<file path="src/hw/rtl/sct_pkg.sv">
package sct_pkg;

    // Fraction bits of the internal unsigned magnitudes
    localparam int FRAC_BITS = 30;

    // Working width of the angle during range reduction (Q7.24 shifted up)
    localparam int X_W = 32 + FRAC_BITS - 24;

    // pi * 2^62, then pi, two pi and pi/2 in FRAC_BITS with round half up
    localparam logic [63:0] PI_Q62  = 64'hC90FDAA22168C235;
    localparam logic [63:0] PI_F      = ((PI_Q62 >> (62 - FRAC_BITS - 1)) + 64'd1) >> 1;
    localparam logic [63:0] TWO_PI_F  = ((PI_Q62 >> (61 - FRAC_BITS - 1)) + 64'd1) >> 1;
    localparam logic [63:0] HALF_PI_F = ((PI_Q62 >> (63 - FRAC_BITS - 1)) + 64'd1) >> 1;
    localparam logic [63:0] ONE_F     = 64'd1 << FRAC_BITS;

    localparam logic [X_W-1:0] PI_X      = PI_F[X_W-1:0];
    localparam logic [X_W-1:0] TWO_PI_X  = TWO_PI_F[X_W-1:0];
    localparam logic [X_W-1:0] HALF_PI_X = HALF_PI_F[X_W-1:0];
    localparam logic [X_W-1:0] ONE_X     = ONE_F[X_W-1:0];

    // Restoring reduction by two pi: one shifted subtract per cycle
    localparam int TWO_PI_W  = $clog2(TWO_PI_F);
    localparam int RED_STEPS = X_W - TWO_PI_W;
    localparam int RED_W     = $clog2(RED_STEPS);

    // Saturation limit of the Q2.30 result
    localparam logic [33:0] SAT_ONE = 34'h0_4000_0000;

    // Register word index on the configuration port
    localparam logic REG_TOLERANCE = 1'b0;

    typedef enum logic [3:0] {
        OP_IDLE,
        OP_LOAD,
        OP_REDUCE,
        OP_FOLD_PI,
        OP_FOLD_HALF,
        OP_SQUARE,
        OP_SEED,
        OP_MUL_TERM,
        OP_MUL_REC,
        OP_MUL_DEN,
        OP_CORR
    } sct_op_t;

    typedef struct packed {
        sct_op_t          op;
        logic [RED_W-1:0] red_shift;
    } sct_cmd_t;

    typedef struct packed {
        logic term_gt_eps;
    } sct_stat_t;

    typedef enum logic [3:0] {
        ST_IDLE,
        ST_REDUCE,
        ST_FOLD_PI,
        ST_FOLD_HALF,
        ST_SQUARE,
        ST_SEED,
        ST_LOOP,
        ST_REC,
        ST_DEN,
        ST_CORR,
        ST_FINISH
    } sct_state_t;

endpackage

</file>
<file path="src/hw/rtl/sct_dpath.sv">
module sct_dpath
    import sct_pkg::*;
#(
    parameter int MAX_TERMS = 12
)
(
    input  logic        clk,
    input  logic        rst_n,
    input  sct_cmd_t    cmd,
    input  logic        command,
    input  logic [31:0] angle,
    input  logic [30:0] tolerance,
    output sct_stat_t   stat,
    output logic [31:0] value
);

    localparam int M_W   = $clog2(2 * MAX_TERMS);
    localparam int DEN_W = $clog2((2 * MAX_TERMS) * (2 * MAX_TERMS + 1) + 1);

    // Denominators (m+1)(m+2) and their reciprocals floor(2^32 / den)
    logic [31:0]      recip_tab [2*MAX_TERMS];
    logic [DEN_W-1:0] den_tab   [2*MAX_TERMS];

    for (genvar gi = 0; gi < 2 * MAX_TERMS; gi++)
    begin : g_tab
        localparam int unsigned DEN_I = (gi + 1) * (gi + 2);
        localparam logic [32:0] REC_I = 33'h1_0000_0000 / DEN_I;
        assign recip_tab[gi] = REC_I[31:0];
        assign den_tab[gi]   = DEN_I[DEN_W-1:0];
    end

    logic               cos_reg;
    logic               use_cos_reg;
    logic               flip_reg;
    logic [X_W-1:0]     x_reg;
    logic [31:0]        x2_reg;
    logic [31:0]        term_reg;
    logic               term_neg_reg;
    logic signed [33:0] sum_reg;
    logic [M_W-1:0]     m_reg;
    logic [31:0]        p_reg;
    logic [31:0]        q0_reg;
    logic [63:0]        mul_reg;

    logic [31:0]    mag_in;
    logic [X_W-1:0] red_sub;
    logic [31:0]    mul_a;
    logic [31:0]    mul_b;
    logic [31:0]    den32;
    logic [31:0]    rem;
    logic [31:0]    q;
    logic [33:0]    sum_mag;
    logic [33:0]    sat_mag;
    logic           res_neg;

    assign mag_in  = angle[31] ? (32'd0 - angle) : angle;
    assign red_sub = TWO_PI_X << cmd.red_shift;
    assign den32   = {{(32 - DEN_W){1'b0}}, den_tab[m_reg]};
    assign rem     = p_reg - mul_reg[31:0];
    assign q       = q0_reg + {31'd0, (rem >= den32)};

    // Select the operands of the shared multiplier
    always_comb
    begin
        mul_a = term_reg;
        mul_b = x2_reg;
        case (cmd.op)
            OP_SQUARE:
            begin
                mul_a = x_reg[31:0];
                mul_b = x_reg[31:0];
            end
            OP_MUL_REC:
            begin
                mul_a = mul_reg[FRAC_BITS +: 32];
                mul_b = recip_tab[m_reg];
            end
            OP_MUL_DEN:
            begin
                mul_a = mul_reg[63:32];
                mul_b = den32;
            end
            default:
            begin
                mul_a = term_reg;
                mul_b = x2_reg;
            end
        endcase
    end

    always_ff @(posedge clk)
    begin
        mul_reg <= mul_a * mul_b;
    end

    // Step the working values under the controller's command
    always_ff @(posedge clk)
    begin
        case (cmd.op)
            OP_LOAD:
            begin
                cos_reg     <= command;
                use_cos_reg <= command;
                flip_reg    <= !command && angle[31];
                x_reg       <= {mag_in, {(X_W - 32){1'b0}}};
            end
            OP_REDUCE:
            begin
                if (x_reg >= red_sub)
                begin
                    x_reg <= x_reg - red_sub;
                end
            end
            OP_FOLD_PI:
            begin
                if (x_reg > PI_X)
                begin
                    x_reg    <= x_reg - PI_X;
                    flip_reg <= !flip_reg;
                end
            end
            OP_FOLD_HALF:
            begin
                if (x_reg > ONE_X)
                begin
                    use_cos_reg <= !cos_reg;
                    if (x_reg >= HALF_PI_X)
                    begin
                        x_reg <= x_reg - HALF_PI_X;
                        if (cos_reg)
                        begin
                            flip_reg <= !flip_reg;
                        end
                    end
                    else
                    begin
                        x_reg <= HALF_PI_X - x_reg;
                    end
                end
            end
            OP_SEED:
            begin
                x2_reg       <= mul_reg[FRAC_BITS +: 32];
                term_reg     <= use_cos_reg ? ONE_F[31:0] : x_reg[31:0];
                sum_reg      <= use_cos_reg ? $signed(ONE_F[33:0])
                                            : $signed({2'b00, x_reg[31:0]});
                term_neg_reg <= 1'b0;
                m_reg        <= use_cos_reg ? M_W'(0) : M_W'(1);
            end
            OP_MUL_REC:
            begin
                p_reg <= mul_reg[FRAC_BITS +: 32];
            end
            OP_MUL_DEN:
            begin
                q0_reg <= mul_reg[63:32];
            end
            OP_CORR:
            begin
                term_reg     <= q;
                term_neg_reg <= !term_neg_reg;
                if (!term_neg_reg)
                begin
                    sum_reg <= sum_reg - $signed({2'b00, q});
                end
                else
                begin
                    sum_reg <= sum_reg + $signed({2'b00, q});
                end
                m_reg <= m_reg + M_W'(2);
            end
            default:
            begin
            end
        endcase
    end

    assign stat.term_gt_eps = term_reg > {1'b0, tolerance};

    // Take the magnitude, saturate to one and apply the sign
    assign sum_mag = sum_reg[33] ? (34'd0 - sum_reg) : sum_reg;
    assign sat_mag = (sum_mag > SAT_ONE) ? SAT_ONE : sum_mag;
    assign res_neg = sum_reg[33] ^ flip_reg;
    assign value   = res_neg ? (32'd0 - sat_mag[31:0]) : sat_mag[31:0];

    // The reciprocal estimate is never more than one short
    a_corr_one_step: assert property (@(posedge clk) disable iff (!rst_n)
        cmd.op == OP_CORR |-> {1'b0, rem} < {den32, 1'b0})
        else $error("quotient estimate off by more than one");

endmodule

</file>
<file path="src/hw/rtl/sct_ctrl.sv">
module sct_ctrl
    import sct_pkg::*;
#(
    parameter int MAX_TERMS = 12
)
(
    input  logic      clk,
    input  logic      rst_n,
    input  logic      in_valid,
    output logic      in_ready,
    input  logic      out_free,
    output logic      out_load,
    input  sct_stat_t stat,
    output sct_cmd_t  cmd
);

    localparam int CNT_W = $clog2(MAX_TERMS + 1);

    sct_state_t       state_reg;
    sct_state_t       state_next;
    logic [RED_W-1:0] red_cnt_reg;
    logic [RED_W-1:0] red_cnt_next;
    logic [CNT_W-1:0] count_reg;
    logic [CNT_W-1:0] count_next;

    always_ff @(posedge clk or negedge rst_n)
    begin
        if (!rst_n)
        begin
            state_reg   <= ST_IDLE;
            red_cnt_reg <= '0;
            count_reg   <= '0;
        end
        else
        begin
            state_reg   <= state_next;
            red_cnt_reg <= red_cnt_next;
            count_reg   <= count_next;
        end
    end

    // Accept a request, sequence reduction, folding and the series loop, then hand off the result
    always_comb
    begin
        state_next    = state_reg;
        red_cnt_next  = red_cnt_reg;
        count_next    = count_reg;
        in_ready      = 1'b0;
        out_load      = 1'b0;
        cmd.op        = OP_IDLE;
        cmd.red_shift = red_cnt_reg;
        unique case (state_reg)
            ST_IDLE:
            begin
                in_ready = 1'b1;
                if (in_valid)
                begin
                    cmd.op       = OP_LOAD;
                    red_cnt_next = RED_W'(RED_STEPS - 1);
                    state_next   = ST_REDUCE;
                end
            end
            ST_REDUCE:
            begin
                cmd.op = OP_REDUCE;
                if (red_cnt_reg == '0)
                begin
                    state_next = ST_FOLD_PI;
                end
                else
                begin
                    red_cnt_next = red_cnt_reg - RED_W'(1);
                end
            end
            ST_FOLD_PI:
            begin
                cmd.op     = OP_FOLD_PI;
                state_next = ST_FOLD_HALF;
            end
            ST_FOLD_HALF:
            begin
                cmd.op     = OP_FOLD_HALF;
                state_next = ST_SQUARE;
            end
            ST_SQUARE:
            begin
                cmd.op     = OP_SQUARE;
                state_next = ST_SEED;
            end
            ST_SEED:
            begin
                cmd.op     = OP_SEED;
                count_next = CNT_W'(1);
                state_next = ST_LOOP;
            end
            ST_LOOP:
            begin
                if (stat.term_gt_eps && (count_reg < CNT_W'(MAX_TERMS)))
                begin
                    cmd.op     = OP_MUL_TERM;
                    state_next = ST_REC;
                end
                else
                begin
                    state_next = ST_FINISH;
                end
            end
            ST_REC:
            begin
                cmd.op     = OP_MUL_REC;
                state_next = ST_DEN;
            end
            ST_DEN:
            begin
                cmd.op     = OP_MUL_DEN;
                state_next = ST_CORR;
            end
            ST_CORR:
            begin
                cmd.op     = OP_CORR;
                count_next = count_reg + CNT_W'(1);
                state_next = ST_LOOP;
            end
            ST_FINISH:
            begin
                if (out_free)
                begin
                    out_load   = 1'b1;
                    state_next = ST_IDLE;
                end
            end
            default:
            begin
                state_next = ST_IDLE;
            end
        endcase
    end

    a_term_cap: assert property (@(posedge clk) disable iff (!rst_n)
        count_reg <= CNT_W'(MAX_TERMS))
        else $error("term count beyond cap");

    a_load_free: assert property (@(posedge clk) disable iff (!rst_n)
        out_load |-> out_free)
        else $error("result loaded over a pending one");

    a_accept_starts: assert property (@(posedge clk) disable iff (!rst_n)
        in_valid && in_ready |=> state_reg == ST_REDUCE)
        else $error("accepted request did not start reduction");

    a_loop_exit: assert property (@(posedge clk) disable iff (!rst_n)
        state_reg == ST_LOOP && !stat.term_gt_eps |=> state_reg == ST_FINISH)
        else $error("series continued past tolerance");

endmodule

</file>
<file path="src/hw/rtl/sine_cosine_taylor_series_top.sv">
// Channel   Dir  Signals                              Contents
// config    in   psel penable pwrite paddr pwdata     tolerance at byte address 0
//                prdata pready
// request   in   s_tvalid s_tready s_tdata s_tuser    angle Q7.24, command (0 sin, 1 cos)
// result    out  m_tvalid m_tready m_tdata            value Q2.30
//
// A new request is taken only once the last result is loaded into the output
// register. Shifted subtracts reduce the angle by two pi. Each further series
// term makes three passes through one shared 32x32 multiplier (term times x^2,
// times the reciprocal of the denominator, quotient back-check) and one step to
// correct the quotient and sum.
// rst_n clears the controller, the result valid and sets tolerance to 1024.
// A stalled result sits in the output register while the next request is
// already taken; the controller holds its finished result until that clears.
module sine_cosine_taylor_series_top
    import sct_pkg::*;
#(
    parameter int MAX_TERMS = 12
)
(
    input  logic        clk,
    input  logic        rst_n,
    input  logic        psel,
    input  logic        penable,
    input  logic        pwrite,
    input  logic [2:0]  paddr,
    input  logic [31:0] pwdata,
    output logic [31:0] prdata,
    output logic        pready,
    input  logic        s_tvalid,
    output logic        s_tready,
    input  logic [31:0] s_tdata,   // [31:0] angle
    input  logic [0:0]  s_tuser,   // [0] command
    output logic        m_tvalid,
    input  logic        m_tready,
    output logic [31:0] m_tdata    // [31:0] value
);

    logic [30:0] tolerance_reg;
    logic        m_tvalid_reg;
    logic [31:0] m_tdata_reg;

    sct_cmd_t    cmd;
    sct_stat_t   stat;
    logic        out_free;
    logic        out_load;
    logic [31:0] value;

    // Configuration register write and readback
    assign pready = 1'b1;

    always_ff @(posedge clk or negedge rst_n)
    begin
        if (!rst_n)
        begin
            tolerance_reg <= 31'd1024;
        end
        else if (psel && penable && pwrite && pready && (paddr[2] == REG_TOLERANCE))
        begin
            tolerance_reg <= pwdata[30:0];
        end
    end

    assign prdata = (paddr[2] == REG_TOLERANCE) ? {1'b0, tolerance_reg} : 32'd0;

    sct_ctrl #(
        .MAX_TERMS (MAX_TERMS)
    ) u_ctrl (
        .clk      (clk),
        .rst_n    (rst_n),
        .in_valid (s_tvalid),
        .in_ready (s_tready),
        .out_free (out_free),
        .out_load (out_load),
        .stat     (stat),
        .cmd      (cmd)
    );

    sct_dpath #(
        .MAX_TERMS (MAX_TERMS)
    ) u_dpath (
        .clk       (clk),
        .rst_n     (rst_n),
        .cmd       (cmd),
        .command   (s_tuser[0]),
        .angle     (s_tdata),
        .tolerance (tolerance_reg),
        .stat      (stat),
        .value     (value)
    );

    // Hold the result until the sink takes it
    assign out_free = !m_tvalid_reg || m_tready;

    always_ff @(posedge clk or negedge rst_n)
    begin
        if (!rst_n)
        begin
            m_tvalid_reg <= 1'b0;
        end
        else if (out_load)
        begin
            m_tvalid_reg <= 1'b1;
        end
        else if (m_tready)
        begin
            m_tvalid_reg <= 1'b0;
        end
    end

    always_ff @(posedge clk)
    begin
        if (out_load)
        begin
            m_tdata_reg <= value;
        end
    end

    assign m_tvalid = m_tvalid_reg;
    assign m_tdata  = m_tdata_reg;

endmodule
</file>
<file path="config.mk">
export PLATFORM = sky130hd
export DESIGN_NAME = sine_cosine_taylor_series_top
export DESIGN_NICKNAME = d
export VERILOG_FILES = /design/src/hw/rtl/sct_pkg.sv /design/src/hw/rtl/sct_dpath.sv /design/src/hw/rtl/sct_ctrl.sv /design/src/hw/rtl/sine_cosine_taylor_series_top.sv
export SDC_FILE = /design/constraint.sdc
export NUM_CORES = 2
export LEC_CHECK = 0
export ABC_AREA = 1
export BUFFER_PORTS_ARGS = -buffer_cell sky130_fd_sc_hd__buf_2
export CAP_MARGIN = 15
export CORE_MARGIN = 2
export CORE_UTILIZATION = 30
export DETAILED_ROUTE_END_ITERATION = 7
export HOLD_SLACK_MARGIN = 0.08
export RECOVER_POWER = 25
export SLEW_MARGIN = 20
export SYNTH_ARGS = -nofsm -noshare
export SYNTH_HDL_FRONTEND = slang
export SYNTH_SLANG_ARGS = --single-unit
</file>
<file path="constraint.sdc">
create_clock -name clk -period 10.9 [get_ports clk]
set_input_delay 1.09 -clock clk [delete_from_list [all_inputs] [get_ports clk]]
set_output_delay 1.09 -clock clk [all_outputs]
set_load 0.03 [all_outputs]
</file>
==> results.yml <==
timing:
  fin_skew_ps: 26.60
  rsz0062_at_grt: "false"
  max_freq_mhz: 101.8
  setup_viol: 0
  final.setup.tns_ps: 0
  finalMaxSlewViolations: 77
  post-route-min-period_ps: 9825
  fin_crit_sh_pct: 90.13
  hold_violations: 0
  worst_slew_pin_slew_ps: 3009
  slew_headroom_pct: -100.6
route:
  met2_length_um: 106900
  drt_iter0_markers: 5237
  routedWlPerCell_um: 21.11
  num_vias: 55319
  routed.top_layer: "met5"
  wl_met1_um: 95600
  drtPass1Iterations: 6
  postRouteAntennaNets: 0
  drcViolationCount: 0
  wl_um: 230500
  wl_met3_um: 18120
  via_per_inst: 5.067
setup_path:
  crit_path_frequent_cell: "inv_1"
  critPathMaxStageDelay_ps: 580
  worst_path_max_delay_cell: "edfxtp_1"
  r2r_slack_ps: 1080
  cp.arrival_ps: 10320
  worstPathRequired_ps: 11390
  crit_path_start_kind: "flip-flop"
  critPathCaptureType: "flip-flop"
  cp_max_fo: 20
  critPathKind: "flip-flop to flip-flop"
die:
  die_x_um: 458.9
  ios: 142
  row_count: 166
  coreArea_um2: 205200
  initial_core_util_pct: 30.25
  dieArea_um2: 210600
  chipHeight_um: 458.9
run:
  max_cap_viol_count: 2
clock_network:
  cts_num_sinks: 348
  cts-root-buf: "clkbuf_16"
  ctsResizeCount: 0
  numCtsBuffers: 44
  htreeDepth: 2
  cts_hold_buf: 0
  clk_pin_slew_ps: 60
  post_cts_buffers: 0
  cts_tree: "yes"
  clock_latency_ps: 620
  clock_path_buffers: 3
outcome:
  failed_checks: "capacitance limit, slew limit"
  status: "finished, violations left"
place:
  place_inst: 10827
  gp_congestion: 0.9966
  portBuffers: 136
  dp_hpwl_um: 187300
  place_area_um2: 66150
cells_and_area:
  n_fill_cell: 21729
  synthToLayoutAreaGrowth_pct: 9.199
  largest_reg_flops: 64
  fin_util_pct: 33.03
  final_nets: 9592
  drive_gt1_share_pct: 6.603
  stdcell_count: 10918
  final_cell_area_um2: 67790
synthesis:
  synth_top_cell_by_area: "fa_1"
  synth_area_um2: 62080
  async_flop_share_pct: 12.36
  syn_nets: 9563
  ys_seq_elements: 348
  yosysTopAreaCellShare_pct: 28.96
  ys_top_cells_by_area: "fa_1 (29%), edfxtp_1 (12%), inv_1 (10%)"
  syn_inst: 8158
  avgSynthCellArea_um2: 7.609
  synth_edf_count: 241
  ys.flop_type: "edfxtp_1"
  synth.distinct_cells: 79
  yosysWarnings: 0
  yosysSeqAreaShare_pct: 15.46
global_routing:
  first_global_vias: 56214
  antenna_found_initial: 21
  grt_pass1_wl_um: 346700
  grt_max_degree: 88
  grt_overflow: 0
  track_usage_pct: 21.64
hold_path:
  min_path_type: "flip-flop to flip-flop"
routing by layer:
layer  global-route usage (%)  vias to the layer above
met5                        0                        -
met4                    8.077                        6
met3                    3.343                      424
met2                    35.96                     2219
met1                    28.34                    27375
li1                         -                    25295
critical path: cells and delay by family, from the launching register on:
family          cells  cell delay [ps]
compound gates     10             2400
xor+xnor            1              140
fa+ha+maj           9             3480
buf+inv             9             1460
flops               1              580
simple gates        7             1610
cells in the mapped netlist, drive strengths merged (12+ instances only):
master   count
nor4        25
o31ai       17
o21a        20
a31oi       40
o221ai      18
a21boi      18
a21oi      330
nor2       965
nand4       92
clkbuf     239
nor3        59
o211ai      26
clkinv      20
xnor2       81
o2111ai     47
a21o        18
nand3b      17
fa         898
o21bai      12
dfxtp       64
nand3      251
ha         432
xor2       157
or2         55
buf         57
nand2     1709
o21ai      339
dfrtp       42
edfxtp     241
inv       1740
o22ai       55
placed cells by master, fill, tap and decap left out, types with 15 or more instances in the layout:
master	Yosys	routed
nand3_1	241	241
nor3_1	56	56
xor2_1	153	153
o31ai_1	17	17
o211ai_1	26	26
a21oi_1	328	327
xnor2_1	80	80
buf_2	32	135
o22ai_1	55	55
clkinv_1	20	25
inv_2	15	16
fa_1	898	898
edfxtp_1	241	241
ha_1	432	432
nor2_1	928	919
inv_1	1724	1723
nor2_2	28	33
buf_4	9	137
nor4_1	24	24
nand3b_1	17	17
nand2_1	1672	1671
a31oi_1	40	40
nand2_2	33	34
dfxtp_1	64	64
or2_2	47	47
o21a_1	20	20
o21ai_0	289	261
dfrtp_1	42	42
o221ai_1	18	15
clkbuf_16	0	46
a21o_1	18	18
o2111ai_1	47	47
a21boi_0	16	16
nand4_1	92	92
o21ai_2	11	17
o21ai_1	39	60
per-stage QoR:
stage               hold WS, ps  setup slack (ps)
floorplan                 408.6              2270
global placement          441.4              1280
detailed placement        442.9              1264
CTS                       452.0              1240
global route              463.0             587.9
finish                    454.1              1076
worst paths after layout:
path | startpoint | endpoint | depth (start not counted)
min in group asynchronous | rst_n | u_ctrl.red_cnt_reg[2]$_DFFE_PN0P_ | 2
hold reg to reg | u_dpath.mul_reg[63]$_DFF_P_ | u_dpath.q0_reg[31]$_DFFE_PN_ | 0
max in group asynchronous | rst_n | tolerance_reg[14]$_DFFE_PN0P_ | 2
setup / recovery | u_dpath.m_reg[1]$_SDFFCE_PN0P_ | u_dpath.mul_reg[50]$_DFF_P_ | 36
hold / removal | u_dpath.mul_reg[63]$_DFF_P_ | u_dpath.q0_reg[31]$_DFFE_PN_ | 0
setup reg to reg | u_dpath.m_reg[1]$_SDFFCE_PN0P_ | u_dpath.mul_reg[50]$_DFF_P_ | 36
layout make-up:
type / count / area (um^2) / area share, %
well taps: 2688 / 3363 / 4.962
flip-flops and latches: 348 / 9595 / 14.16
repair buffers: 279 / 1798 / 2.652
inverters: 1760 / 6611 / 9.753
multi-input cells: 5754 / 44810 / 66.11
clock inverters: 26 / 377.9 / 0.5574
diodes: 7 / 17.52 / 0.02584
clock buffers: 56 / 1209 / 1.783
logic make-up after synthesis:
logic type      Yosys count  synth area share [%]
compound gates          996                 9.463
flops                   348                 15.46
simple gates           3185                 21.28
other cells               2               0.01210
xor+xnor                238                 3.418
fa+ha+maj              1330                 37.67
buf+inv                2056                 12.63
mux                       3               0.06853
Power is not shown: default switching activity piles up to over one toggle a cycle in this logic, so the estimate is an artifact.
